$ cat src/sdct_pkg.sv
`default_nettype none

package sdct_pkg;

  localparam int NUM_BP = 10;

  localparam logic [31:0] CONFIRM_DELAY_MS = 32'd10;
  localparam logic [13:0] NEUTRAL_RPM      = 14'd2000;
  localparam logic [9:0]  CUT_MIN          = 10'd10;
  localparam logic [9:0]  CUT_MAX          = 10'd1000;
  localparam logic [19:0] CUT_DIV          = 20'd1000000;

  localparam logic [13:0] SPEED_BP [NUM_BP] = '{
    14'd2000, 14'd2500, 14'd3000, 14'd3500, 14'd4000,
    14'd5000, 14'd6000, 14'd8000, 14'd10000, 14'd14000
  };
  localparam logic [6:0] LOAD_BP [NUM_BP] = '{
    7'd0, 7'd5, 7'd10, 7'd20, 7'd30, 7'd40, 7'd50, 7'd60, 7'd80, 7'd100
  };

  // shift events
  localparam logic [1:0] EV_NONE    = 2'd0;
  localparam logic [1:0] EV_UP      = 2'd1;
  localparam logic [1:0] EV_DOWN    = 2'd2;
  localparam logic [1:0] EV_NEUTRAL = 2'd3;

  // configuration register indexes
  localparam logic [2:0] REG_CUT_ENABLE    = 3'd0;
  localparam logic [2:0] REG_BASE_CUT_MS   = 3'd1;
  localparam logic [2:0] REG_FORCE_THR     = 3'd2;
  localparam logic [2:0] REG_SPEED_GAIN_LO = 3'd3;
  localparam logic [2:0] REG_SPEED_GAIN_HI = 3'd4;
  localparam logic [2:0] REG_LOAD_GAIN_LO  = 3'd5;
  localparam logic [2:0] REG_LOAD_GAIN_HI  = 3'd6;
  localparam logic [2:0] REG_GEAR_GAIN     = 3'd7;

  typedef struct packed {
    logic        start;
    logic [7:0]  base;
    logic [7:0]  gear_pct;
    logic [13:0] rpm;
    logic [6:0]  load;
  } cut_req_t;

  typedef struct packed {
    logic       done;
    logic [9:0] cut_ms;
  } cut_rsp_t;

  // first span [bp[i], bp[i+1]] holding x: count breakpoints 1..8 below x
  function automatic logic [3:0] speed_seg(logic [13:0] x);
    logic [3:0] seg;
    seg = 4'd0;
    for (int j = 1; j < NUM_BP - 1; j++) begin
      if (SPEED_BP[j] < x) seg = seg + 4'd1;
    end
    return seg;
  endfunction

  function automatic logic [3:0] load_seg(logic [6:0] x);
    logic [3:0] seg;
    seg = 4'd0;
    for (int j = 1; j < NUM_BP - 1; j++) begin
      if (LOAD_BP[j] < x) seg = seg + 4'd1;
    end
    return seg;
  endfunction

  function automatic logic [7:0] gain_byte(logic [79:0] tab, logic [3:0] k);
    return tab[{k, 3'b000} +: 8];
  endfunction

endpackage

`default_nettype wire

$ cat src/sdct_cut.sv
`default_nettype none

module sdct_cut (
  input  logic               clk_i,
  input  logic               rst_ni,
  input  sdct_pkg::cut_req_t req_i,
  input  logic [79:0]        spd_gain_i,
  input  logic [79:0]        ld_gain_i,
  output sdct_pkg::cut_rsp_t rsp_o
);
  import sdct_pkg::*;

  localparam logic [2:0] ST_IDLE = 3'd0;
  localparam logic [2:0] ST_NUM  = 3'd1;
  localparam logic [2:0] ST_DIVG = 3'd2;
  localparam logic [2:0] ST_MULS = 3'd3;
  localparam logic [2:0] ST_MULL = 3'd4;
  localparam logic [2:0] ST_DIVT = 3'd5;
  localparam logic [2:0] ST_DONE = 3'd6;

  localparam logic [3:0] NUM_LAST  = 4'd7;
  localparam logic [3:0] DIVG_LAST = 4'd15;
  localparam logic [3:0] MUL_LAST  = 4'd15;
  localparam logic [3:0] DIVT_LAST = 4'd12;

  localparam logic [6:0] LOAD_TOP = LOAD_BP[NUM_BP-1];

  logic [2:0] state_q, state_d;
  logic [3:0] cnt_q, cnt_d;

  // interpolation numerators
  logic [7:0]  sga_q, sgb_q, lga_q, lgb_q;
  logic [19:0] sbx_q, sxa_q, snum_q;
  logic [12:0] lbx_q, lxa_q, lnum_q;
  logic [11:0] sdiv_q;
  logic [4:0]  ldiv_q;
  // gain dividers
  logic [11:0] srem_q;
  logic [4:0]  lrem_q;
  logic [15:0] sden_q, squo_q, lden_q, lquo_q;
  // shared shift-add multiplier
  logic [47:0] acc_q, mcand_q;
  logic [7:0]  mplr_q;
  // final divide by 10^6
  logic [19:0] trem_q;
  logic [12:0] tden_q, tquo_q;

  logic [6:0]  lx;
  logic [3:0]  sseg, sseg1, lseg, lseg1;
  logic [13:0] sa, sb;
  logic [6:0]  la, lb;

  logic [19:0] snum_step;
  logic [12:0] lnum_step;
  logic        mul_bit;
  logic [47:0] acc_step;
  logic [12:0] scand, sdiff;
  logic        sge;
  logic [11:0] srem_step;
  logic [5:0]  lcand, ldiff;
  logic        lge;
  logic [4:0]  lrem_step;
  logic [20:0] tcand, tdiff;
  logic        tge;
  logic [19:0] trem_step;
  logic [9:0]  cut;

  assign lx    = (req_i.load > LOAD_TOP) ? LOAD_TOP : req_i.load;
  assign sseg  = speed_seg(req_i.rpm);
  assign sseg1 = sseg + 4'd1;
  assign lseg  = load_seg(lx);
  assign lseg1 = lseg + 4'd1;
  assign sa    = SPEED_BP[sseg];
  assign sb    = SPEED_BP[sseg1];
  assign la    = LOAD_BP[lseg];
  assign lb    = LOAD_BP[lseg1];

  assign snum_step = snum_q + (sga_q[0] ? sbx_q : 20'd0) + (sgb_q[0] ? sxa_q : 20'd0);
  assign lnum_step = lnum_q + (lga_q[0] ? lbx_q : 13'd0) + (lgb_q[0] ? lxa_q : 13'd0);

  always_comb begin
    unique case (state_q)
      ST_NUM:  mul_bit = mplr_q[0];
      ST_MULS: mul_bit = squo_q[0];
      ST_MULL: mul_bit = lquo_q[0];
      default: mul_bit = 1'b0;
    endcase
  end

  assign acc_step = acc_q + (mul_bit ? mcand_q : 48'd0);

  // restoring division, one quotient bit per cycle
  assign scand     = {srem_q, sden_q[15]};
  assign sdiff     = scand - {1'b0, sdiv_q};
  assign sge       = scand >= {1'b0, sdiv_q};
  assign srem_step = sge ? sdiff[11:0] : scand[11:0];

  assign lcand     = {lrem_q, lden_q[15]};
  assign ldiff     = lcand - {1'b0, ldiv_q};
  assign lge       = lcand >= {1'b0, ldiv_q};
  assign lrem_step = lge ? ldiff[4:0] : lcand[4:0];

  assign tcand     = {trem_q, tden_q[12]};
  assign tdiff     = tcand - {1'b0, CUT_DIV};
  assign tge       = tcand >= {1'b0, CUT_DIV};
  assign trem_step = tge ? tdiff[19:0] : tcand[19:0];

  always_comb begin
    state_d = state_q;
    cnt_d   = cnt_q + 4'd1;
    unique case (state_q)
      ST_IDLE: begin
        cnt_d = '0;
        if (req_i.start) state_d = ST_NUM;
      end
      ST_NUM: begin
        if (cnt_q == NUM_LAST) begin
          state_d = ST_DIVG;
          cnt_d   = '0;
        end
      end
      ST_DIVG: begin
        if (cnt_q == DIVG_LAST) begin
          state_d = ST_MULS;
          cnt_d   = '0;
        end
      end
      ST_MULS: begin
        if (cnt_q == MUL_LAST) begin
          state_d = ST_MULL;
          cnt_d   = '0;
        end
      end
      ST_MULL: begin
        if (cnt_q == MUL_LAST) begin
          state_d = ST_DIVT;
          cnt_d   = '0;
        end
      end
      ST_DIVT: begin
        if (cnt_q == DIVT_LAST) begin
          state_d = ST_DONE;
          cnt_d   = '0;
        end
      end
      ST_DONE: begin
        state_d = ST_IDLE;
        cnt_d   = '0;
      end
      default: begin
        state_d = ST_IDLE;
        cnt_d   = '0;
      end
    endcase
  end

  always_ff @(posedge clk_i or negedge rst_ni) begin
    if (!rst_ni) begin
      state_q <= ST_IDLE;
      cnt_q   <= '0;
    end else begin
      state_q <= state_d;
      cnt_q   <= cnt_d;
    end
  end

  always_ff @(posedge clk_i) begin
    unique case (state_q)
      ST_IDLE: begin
        if (req_i.start) begin
          sga_q   <= gain_byte(spd_gain_i, sseg);
          sgb_q   <= gain_byte(spd_gain_i, sseg1);
          lga_q   <= gain_byte(ld_gain_i, lseg);
          lgb_q   <= gain_byte(ld_gain_i, lseg1);
          sbx_q   <= {6'd0, sb - req_i.rpm};
          sxa_q   <= {6'd0, req_i.rpm - sa};
          lbx_q   <= {6'd0, lb - lx};
          lxa_q   <= {6'd0, lx - la};
          sdiv_q  <= 12'(sb - sa);
          ldiv_q  <= 5'(lb - la);
          snum_q  <= '0;
          lnum_q  <= '0;
          acc_q   <= '0;
          mcand_q <= {40'd0, req_i.base};
          mplr_q  <= req_i.gear_pct;
        end
      end
      ST_NUM: begin
        // both numerators and base * gear gain, one gain bit per cycle
        snum_q  <= snum_step;
        lnum_q  <= lnum_step;
        sga_q   <= sga_q >> 1;
        sgb_q   <= sgb_q >> 1;
        lga_q   <= lga_q >> 1;
        lgb_q   <= lgb_q >> 1;
        sbx_q   <= sbx_q << 1;
        sxa_q   <= sxa_q << 1;
        lbx_q   <= lbx_q << 1;
        lxa_q   <= lxa_q << 1;
        acc_q   <= acc_step;
        mcand_q <= mcand_q << 1;
        mplr_q  <= mplr_q >> 1;
        if (cnt_q == NUM_LAST) begin
          // dividend is num * 256: the upper bits seed the remainder
          srem_q <= snum_step[19:8];
          sden_q <= {snum_step[7:0], 8'h00};
          lrem_q <= lnum_step[12:8];
          lden_q <= {lnum_step[7:0], 8'h00};
        end
      end
      ST_DIVG: begin
        srem_q <= srem_step;
        sden_q <= sden_q << 1;
        squo_q <= {squo_q[14:0], sge};
        lrem_q <= lrem_step;
        lden_q <= lden_q << 1;
        lquo_q <= {lquo_q[14:0], lge};
        if (cnt_q == DIVG_LAST) begin
          mcand_q <= acc_q;
          acc_q   <= '0;
        end
      end
      ST_MULS: begin
        mcand_q <= mcand_q << 1;
        squo_q  <= squo_q >> 1;
        acc_q   <= acc_step;
        if (cnt_q == MUL_LAST) begin
          mcand_q <= acc_step;
          acc_q   <= '0;
        end
      end
      ST_MULL: begin
        mcand_q <= mcand_q << 1;
        lquo_q  <= lquo_q >> 1;
        acc_q   <= acc_step;
        if (cnt_q == MUL_LAST) begin
          // drop the Q.8 * Q.8 fraction, then divide by 10^6
          trem_q <= {1'b0, acc_step[47:29]};
          tden_q <= acc_step[28:16];
        end
      end
      ST_DIVT: begin
        trem_q <= trem_step;
        tden_q <= tden_q << 1;
        tquo_q <= {tquo_q[11:0], tge};
      end
      default: ;
    endcase
  end

  always_comb begin
    if (tquo_q == '0) begin
      cut = '0;
    end else if (tquo_q < 13'(CUT_MIN)) begin
      cut = CUT_MIN;
    end else if (tquo_q > 13'(CUT_MAX)) begin
      cut = CUT_MAX;
    end else begin
      cut = tquo_q[9:0];
    end
  end

  assign rsp_o.done   = (state_q == ST_DONE);
  assign rsp_o.cut_ms = cut;

endmodule

`default_nettype wire

$ cat src/shift_detect_cut_time_unit.sv
// Lever shift detector with ignition cut time.
//
// Input stream (s_axis): one item per lever sample with force, engine speed,
// load and a millisecond time. Output stream (m_axis): one item per sample
// with the gear after the sample, the shift event and the cut time.
// Configuration channel (cfg_*): index 0..7 selects the register, always
// ready; write only while no sample is in flight.
//
// A sample without an upshift cut passes through the ST_OUT state into
// the output register. An upshift that needs a cut time runs the
// bit-serial arithmetic unit: the interpolation products, the gain
// divides, the speed and load gain products and the final divide, and
// the result then goes to the output register. One sample is in work at
// a time; the next is taken once the result sits in the output register.
// Reset clears gear (neutral), detector state and deadline and loads the
// default register values. When the receiver stalls, the output item holds
// and a finished next result waits until the output register frees.

`default_nettype none

module shift_detect_cut_time_unit (
  input  logic        clk_i,
  input  logic        rst_ni,
  // force_req[8:0], engine_rpm[22:9], load_pct[29:23], now_ms[61:30]
  input  logic [63:0] s_axis_tdata_i,
  input  logic        s_axis_tvalid_i,
  output logic        s_axis_tready_o,
  // gear[2:0], event_res[4:3], cut_ms[14:5]
  output logic [15:0] m_axis_tdata_o,
  output logic        m_axis_tvalid_o,
  input  logic        m_axis_tready_i,
  input  logic        cfg_valid_i,
  output logic        cfg_ready_o,
  input  logic [2:0]  cfg_index_i,
  input  logic [63:0] cfg_data_i
);
  import sdct_pkg::*;

  localparam logic [1:0] ST_IDLE = 2'd0;
  localparam logic [1:0] ST_CUT  = 2'd1;
  localparam logic [1:0] ST_OUT  = 2'd2;

  logic [1:0] state_q, state_d;

  // configuration
  logic        cut_en_q;
  logic [7:0]  base_q;
  logic [15:0] thr_q;
  logic [63:0] sg_lo_q, lg_lo_q;
  logic [15:0] sg_hi_q, lg_hi_q;
  logic [39:0] gg_q;

  // detector state
  logic [2:0]  gear_q, gear_d;
  logic        armed_q, armed_d, fired_q, fired_d, npend_q, npend_d;
  logic [31:0] dline_q, dline_d;

  // pending result and output register
  logic [2:0]  res_gear_q;
  logic [1:0]  res_ev_q;
  logic [9:0]  res_cut_q;
  logic        m_valid_q;
  logic [15:0] m_data_q;

  logic        s_acc, out_load;
  logic [8:0]  fbits, mag;
  logic [13:0] rpm;
  logic [6:0]  load;
  logic [31:0] now, since;
  logic        down, rel, arm_hit, full_hit, after, rpm_ok;
  logic [7:0]  thr, gpct;
  logic [10:0] mag5, thr2, thr3;
  logic [1:0]  ev;
  logic [2:0]  gidx;
  logic        need_cut;

  cut_req_t cut_req;
  cut_rsp_t cut_rsp;

  assign fbits = s_axis_tdata_i[8:0];
  assign rpm   = s_axis_tdata_i[22:9];
  assign load  = s_axis_tdata_i[29:23];
  assign now   = s_axis_tdata_i[61:30];

  assign s_axis_tready_o = (state_q == ST_IDLE);
  assign s_acc           = s_axis_tvalid_i && s_axis_tready_o;
  assign cfg_ready_o     = 1'b1;

  assign down     = fbits[8];
  assign mag      = down ? (9'd0 - fbits) : fbits;
  assign thr      = down ? thr_q[15:8] : thr_q[7:0];
  assign mag5     = {mag, 2'b00} + {2'b00, mag};
  assign thr2     = {2'b00, thr, 1'b0};
  assign thr3     = {3'b000, thr} + {2'b00, thr, 1'b0};
  assign rel      = mag5 <= thr2;
  assign arm_hit  = mag5 >= thr3;
  assign full_hit = mag >= {1'b0, thr};
  assign since    = now - dline_q - 32'd1;
  assign after    = since < 32'h7FFF_FFFF;
  assign rpm_ok   = (rpm >= SPEED_BP[0]) && (rpm <= SPEED_BP[NUM_BP-1]);

  always_comb begin
    gear_d   = gear_q;
    armed_d  = armed_q;
    fired_d  = fired_q;
    npend_d  = npend_q;
    dline_d  = dline_q;
    ev       = EV_NONE;
    gidx     = 3'd0;
    need_cut = 1'b0;
    if (rel) begin
      armed_d = 1'b0;
      fired_d = 1'b0;
    end
    if (!fired_d) begin
      if (!armed_d) begin
        if (arm_hit) begin
          if (!down && gear_q == 3'd1 && rpm < NEUTRAL_RPM) npend_d = 1'b1;
          armed_d = 1'b1;
          dline_d = now + CONFIRM_DELAY_MS;
        end
      end else if (full_hit && after) begin
        fired_d = 1'b1;
        if (down) begin
          gear_d = (gear_q > 3'd1) ? gear_q - 3'd1 : 3'd1;
          ev     = EV_DOWN;
        end else begin
          gidx   = (gear_q < 3'd5) ? gear_q : 3'd5;
          gear_d = (gear_q < 3'd6) ? gear_q + 3'd1 : 3'd6;
          if (npend_q) begin
            gear_d  = 3'd0;
            npend_d = 1'b0;
            ev      = EV_NEUTRAL;
          end else begin
            ev = EV_UP;
            // from neutral go straight to second, with the first-gear gain
            if (gidx == 3'd0) begin
              gear_d = 3'd2;
              gidx   = 3'd1;
            end
            need_cut = cut_en_q && rpm_ok;
          end
        end
      end
    end
  end

  always_comb begin
    unique case (gidx)
      3'd1:    gpct = gg_q[7:0];
      3'd2:    gpct = gg_q[15:8];
      3'd3:    gpct = gg_q[23:16];
      3'd4:    gpct = gg_q[31:24];
      3'd5:    gpct = gg_q[39:32];
      default: gpct = 8'd0;
    endcase
  end

  assign cut_req.start    = s_acc && need_cut;
  assign cut_req.base     = base_q;
  assign cut_req.gear_pct = gpct;
  assign cut_req.rpm      = rpm;
  assign cut_req.load     = load;

  sdct_cut u_cut (
    .clk_i      (clk_i),
    .rst_ni     (rst_ni),
    .req_i      (cut_req),
    .spd_gain_i ({sg_hi_q, sg_lo_q}),
    .ld_gain_i  ({lg_hi_q, lg_lo_q}),
    .rsp_o      (cut_rsp)
  );

  assign out_load = (state_q == ST_OUT) && (!m_valid_q || m_axis_tready_i);

  always_comb begin
    state_d = state_q;
    unique case (state_q)
      ST_IDLE: begin
        if (s_acc) state_d = need_cut ? ST_CUT : ST_OUT;
      end
      ST_CUT: begin
        if (cut_rsp.done) state_d = ST_OUT;
      end
      ST_OUT: begin
        if (out_load) state_d = ST_IDLE;
      end
      default: state_d = ST_IDLE;
    endcase
  end

  always_ff @(posedge clk_i or negedge rst_ni) begin
    if (!rst_ni) begin
      state_q   <= ST_IDLE;
      m_valid_q <= 1'b0;
      gear_q    <= 3'd0;
      armed_q   <= 1'b0;
      fired_q   <= 1'b0;
      npend_q   <= 1'b0;
      dline_q   <= '0;
    end else begin
      state_q <= state_d;
      if (out_load) begin
        m_valid_q <= 1'b1;
      end else if (m_axis_tready_i) begin
        m_valid_q <= 1'b0;
      end
      if (s_acc) begin
        gear_q  <= gear_d;
        armed_q <= armed_d;
        fired_q <= fired_d;
        npend_q <= npend_d;
        dline_q <= dline_d;
      end
    end
  end

  always_ff @(posedge clk_i or negedge rst_ni) begin
    if (!rst_ni) begin
      cut_en_q <= 1'b1;
      base_q   <= 8'd80;
      thr_q    <= 16'h6464;
      sg_lo_q  <= 64'h6464_6464_6464_6464;
      sg_hi_q  <= 16'h6464;
      lg_lo_q  <= 64'h6464_6464_6464_6464;
      lg_hi_q  <= 16'h6464;
      gg_q     <= 40'h64_6464_6E78;
    end else if (cfg_valid_i && cfg_ready_o) begin
      unique case (cfg_index_i)
        REG_CUT_ENABLE:    cut_en_q <= cfg_data_i[0];
        REG_BASE_CUT_MS:   base_q   <= cfg_data_i[7:0];
        REG_FORCE_THR:     thr_q    <= cfg_data_i[15:0];
        REG_SPEED_GAIN_LO: sg_lo_q  <= cfg_data_i;
        REG_SPEED_GAIN_HI: sg_hi_q  <= cfg_data_i[15:0];
        REG_LOAD_GAIN_LO:  lg_lo_q  <= cfg_data_i;
        REG_LOAD_GAIN_HI:  lg_hi_q  <= cfg_data_i[15:0];
        REG_GEAR_GAIN:     gg_q     <= cfg_data_i[39:0];
        default: ;
      endcase
    end
  end

  always_ff @(posedge clk_i) begin
    if (s_acc) begin
      res_gear_q <= gear_d;
      res_ev_q   <= ev;
      res_cut_q  <= '0;
    end
    if (state_q == ST_CUT && cut_rsp.done) begin
      res_cut_q <= cut_rsp.cut_ms;
    end
    if (out_load) begin
      m_data_q <= {1'b0, res_cut_q, res_ev_q, res_gear_q};
    end
  end

  assign m_axis_tvalid_o = m_valid_q;
  assign m_axis_tdata_o  = m_data_q;

endmodule

`default_nettype wire

$ cat config.mk
export PLATFORM = sky130hd
export DESIGN_NAME = shift_detect_cut_time_unit
export DESIGN_NICKNAME = d
export VERILOG_FILES = /design/src/sdct_pkg.sv /design/src/sdct_cut.sv /design/src/shift_detect_cut_time_unit.sv
export SDC_FILE = /design/constraint.sdc
export NUM_CORES = 2
export LEC_CHECK = 0
export BUFFER_PORTS_ARGS = -buffer_cell sky130_fd_sc_hd__buf_2
export CELL_PAD_IN_SITES_DETAIL_PLACEMENT = 1
export CELL_PAD_IN_SITES_GLOBAL_PLACEMENT = 1
export CORE_ASPECT_RATIO = 0.7
export CORE_MARGIN = 3
export CORE_UTILIZATION = 40
export DETAILED_ROUTE_END_ITERATION = 8
export PLACE_DENSITY_LB_ADDON = 0.1
export SYNTH_ARGS = -nofsm -noshare
export SYNTH_HDL_FRONTEND = slang
export SYNTH_SLANG_ARGS = --single-unit
$ cat constraint.sdc
create_clock -name clk_i -period 15.95 [get_ports clk_i]
set_input_delay 0.7975 -clock clk_i [delete_from_list [all_inputs] [get_ports clk_i]]
set_output_delay 0.7975 -clock clk_i [all_outputs]
set_load 0.1 [all_outputs]
==> summary.md <==
| Metric | Value |
|---|---|
| Status | `finished clean` |
| CTS tree | `yes` |
| Crit end category | `flip-flop` |
| CP Launch Type | `input pin` |
| Worst endpoint required time | `between 15 and 20 ns` |
| CP max stage cell | `ha_1` |
| Root buffer cell | `clkbuf_16` |
| Setup Crit Path Kind | `input pin to flip-flop` |
| Post-CTS Hold Fix Bufs | `0` |
| Largest family of logic cells by synthesized area | `compound AO/OA/AOI/OAI gates` |
| Reg clk slew, reported paths | `~0.06 ns` |
| Register area share after synthesis | `43.29%` |
| Top cell by count, worst path | `ha_1` |
| Syn_area_per_cell | `~10 um^2` |
| Slew headroom | `20.13%` |
| Buffers on Ports | `150` |
| Core area | `106600 um^2` |
| H-tree depth | `3` |
| Total Routing Usage GR | `22.84%` |
| Layout net count | `4687` |
| Syn. warnings | `0` |
| Synth Area in Simple Gates | `~14%` |
| ANT nets after route | `0` |
| Routed wire length | `127700 um` |
| Synthesized instance count | `4158` |
| Vias in the first global route | `32773` |
| PostCTS Resize Cnt | `0` |
| Crit path DAT | `roughly 11 ns` |
| Largest net degree at the start of global routing | `89` |
| Max-slew violations | `0` |
| Post-CTS setup repair buffer count | `0` |
| Synthesized Nets | `about 4600` |
| Drt pass-1 iters | `5` |
| First-pass GRT wire length | `198900 um` |
| Leak | `19.84 nW` |
| FFs w/ async S/R, synth | `between 40 and 50%` |
| Max frequency | `97.60 MHz` |
| Multiplexer area fraction after synthesis | `11.32%` |
| Die W | `398.3 um` |
| Yosys reg bits | `663` |
| Synth Area in XOR/XNOR | `4.533%` |
| Synth Flop Type | `edfxtp_1` |
| Initial DRC Count | `2140` |
| Tcrit/Tclk final | `64.23%` |
| Final setup margin | `roughly 5.7 ns` |
| Tot Pwr | `0.009896 W` |
| Clock Path Buffers | `3` |
| Wirelength per Cell | `22.20 um` |
| Post-DP HPWL | `~90000 um` |
| Gr ovfl total | `0` |
| Crit path max fanout | `22` |
| TritonCTS Buffers | `76` |
| Worst hold path class | `input pin to asynchronous set/reset pin` |
| Area delta synth->final | `11.52%` |
| RSZ-0062 raised after global routing | `no` |
| TritonCTS Sinks | `around 660` |
| Die H | `280.6 um` |
| Vias per cell | `5.624` |
| DRC violations left | `0` |
| Fraction of layout cells with a size suffix above 1 | `roughly a fifth` |
| Setup TNS | `0 ns` |
| Dpl ws | `between 5 and 6 ns` |
| Final Setup Violations | `0` |
| Initial Util | `between 40% and 50%` |
| Worst-Skew Late Latency | `0.66 ns` |
| Initial antenna violation count | `16` |
| Gpl congestion | `0.8354` |
| Row cnt | `100` |
| Number of flops mapped to enable cells by yosys | `390` |
| Synth unique cells | `approximately 100` |
| Hold Fails Final Rpt | `0` |
| Period minus WS final | `between 10 and 15 ns` |
| Die area | `111800 um^2` |
| Synth Cell Area | `43090 um^2` |
| Slowest stage delay, CP | `between 0.6 and 0.7 ns` |
| Post-route clock skew | `roughly 0.026 ns` |
| Pwr/cell area | `~200 nW/um^2` |
| Total number of vias | `32362` |
| Worst VDD drop | `94.66 uV` |
| Synth Area in Adders | `9.234%` |
| Max Cap Viol | `0` |
| Worst Tran Pin Value | `1.192 ns` |
| I/O Pins | `155` |
| Worst hold slack | `0.1470 ns` |
| Synth Area in Compound Gates | `~14%` |
## registers in the layout, indices dropped and copies added (netlist names), 12 cells and up
signal / cells
sg_lo_q: 64
u_cut.squo_q: 16
u_cut.lnum_q: 13
lg_hi_q: 16
m_axis_tdata_o: 15
sg_hi_q: 16
u_cut.srem_q: 12
u_cut.lbx_q: 13
dline_q: 32
u_cut.acc_q: 48
u_cut.tden_q: 13
u_cut.mcand_q: 48
u_cut.sxa_q: 20
thr_q: 16
u_cut.lxa_q: 13
gg_q: 40
u_cut.lquo_q: 16
u_cut.sbx_q: 19
u_cut.tquo_q: 13
lg_lo_q: 64
u_cut.snum_q: 20
u_cut.trem_q: 20
## Yosys cell counts, types with 42 or more instances
master	number	area [um^2]
ha_1	250	3128
dfrtp_1	186	4654
nand3_1	81	405.4
nor3_1	52	260.3
nor2_1	254	953.4
a21oi_1	210	1051
nor2b_1	83	519.3
mux4_2	64	1441
fa_1	42	840.8
nand2_1	487	1828
mux2_2	264	2973
edfxtp_1	390	11710
dfstp_2	87	2286
a21o_1	70	525.5
clkbuf_1	143	536.8
o21ai_0	246	1231
xor2_1	66	578.1
and2_1	42	262.8
and3_1	74	462.9
nand2b_1	50	312.8
xnor2_1	131	1147
inv_1	285	1070
mux2i_1	44	440.4
## per-layer routing
metal,global-route usage [%],up-vias,part of all wire [%]
met5,0,-,0.037
met4,4.793,6,1.8
met3,3.331,150,4.5
met2,33.92,634,43
met1,35.14,16338,51
li1,-,15234,-
## cell usage in the layout, fill, tap and decap left out, drive strengths merged, types with 43 or more instances in the layout
| cell | count |
|---|---|
| a21o | 70 |
| a21oi | 210 |
| and2 | 43 |
| and3 | 74 |
| buf | 202 |
| clkbuf | 108 |
| dfrtp | 186 |
| dfstp | 87 |
| edfxtp | 390 |
| ha | 250 |
| inv | 293 |
| mux2 | 264 |
| mux2i | 45 |
| mux4 | 64 |
| nand2 | 487 |
| nand2b | 50 |
| nand3 | 81 |
| nor2 | 254 |
| nor2b | 83 |
| nor3 | 53 |
| o21ai | 253 |
| xnor2 | 133 |
| xor2 | 69 |
## critical path: cells and delay by family
kind | cells | cell delay [ns]
fa+ha+maj | 10 | 3.19
simple gates | 15 | 2.84
compound gates | 15 | 2.70
buf+inv | 7 | 0.86
xor+xnor | 1 | 0.22
## per-stage QoR
step	std cells	cell area, um^2	utilization, %
3_3_place_gp	5609	45460	42.65
5_1_grt	5751	48050	45.07
2_1_floorplan	4158	43090	-
4_1_cts	5750	48040	45.07
6_report	5754	48050	45.08
3_5_place_dp	5609	45460	42.65
## layout make-up
class / instances / area [um^2]
antenna: 4 / 10.01
clock buffer: 108 / 2155
clock inverter: 33 / 426.7
fill: 11767 / 58550
inverter: 291 / 1092
multi-input combinational: 3025 / 22780
sequential: 663 / 18650
tap: 1428 / 1787
timing repair buffer: 202 / 1151
## path summary, 6_finish.rpt
check | slack [ns] | cells past startpoint | endpoint | start
max in group asynchronous | 13.56 | 3 | lg_hi_q[12] | rst_ni
min in group clk_i | 0.39 | 2 | sg_lo_q[53] | cfg_data_i[53]
hold reg to reg | 0.42 | 0 | m_axis_tdata_o[13] | res_cut_q[8]
hold / removal | 0.15 | 1 | dline_q[18] | rst_ni
setup reg to reg | 9.62 | 17 | u_cut.trem_q[16] | u_cut.state_q[1]
setup / recovery | 5.70 | 48 | u_cut.sbx_q[13] | s_axis_tdata_i[9]
## cell families (layout without fill, tap and decap cells)
logic type / Yosys count / count (layout)
fa+ha+maj: 293 / 293
buf+inv: 470 / 634
mux: 373 / 373
xor+xnor: 207 / 207
flops: 663 / 663
other cells: 2 / 6
compound gates: 910 / 910
simple gates: 1240 / 1240
## where the power goes
| group | switching (W) | leakage, nW | internal, W |
|---|---|---|---|
| Clock | 0.000764 | 1.26 | 0.00109 |
| Combinational | 0.00313 | 11.8 | 0.00205 |
| Sequential | 0.000263 | 6.74 | 0.00259 |
| Total | 0.00416 | 19.8 | 0.00574 |
Note: power is estimated with default switching activity, not from simulation.
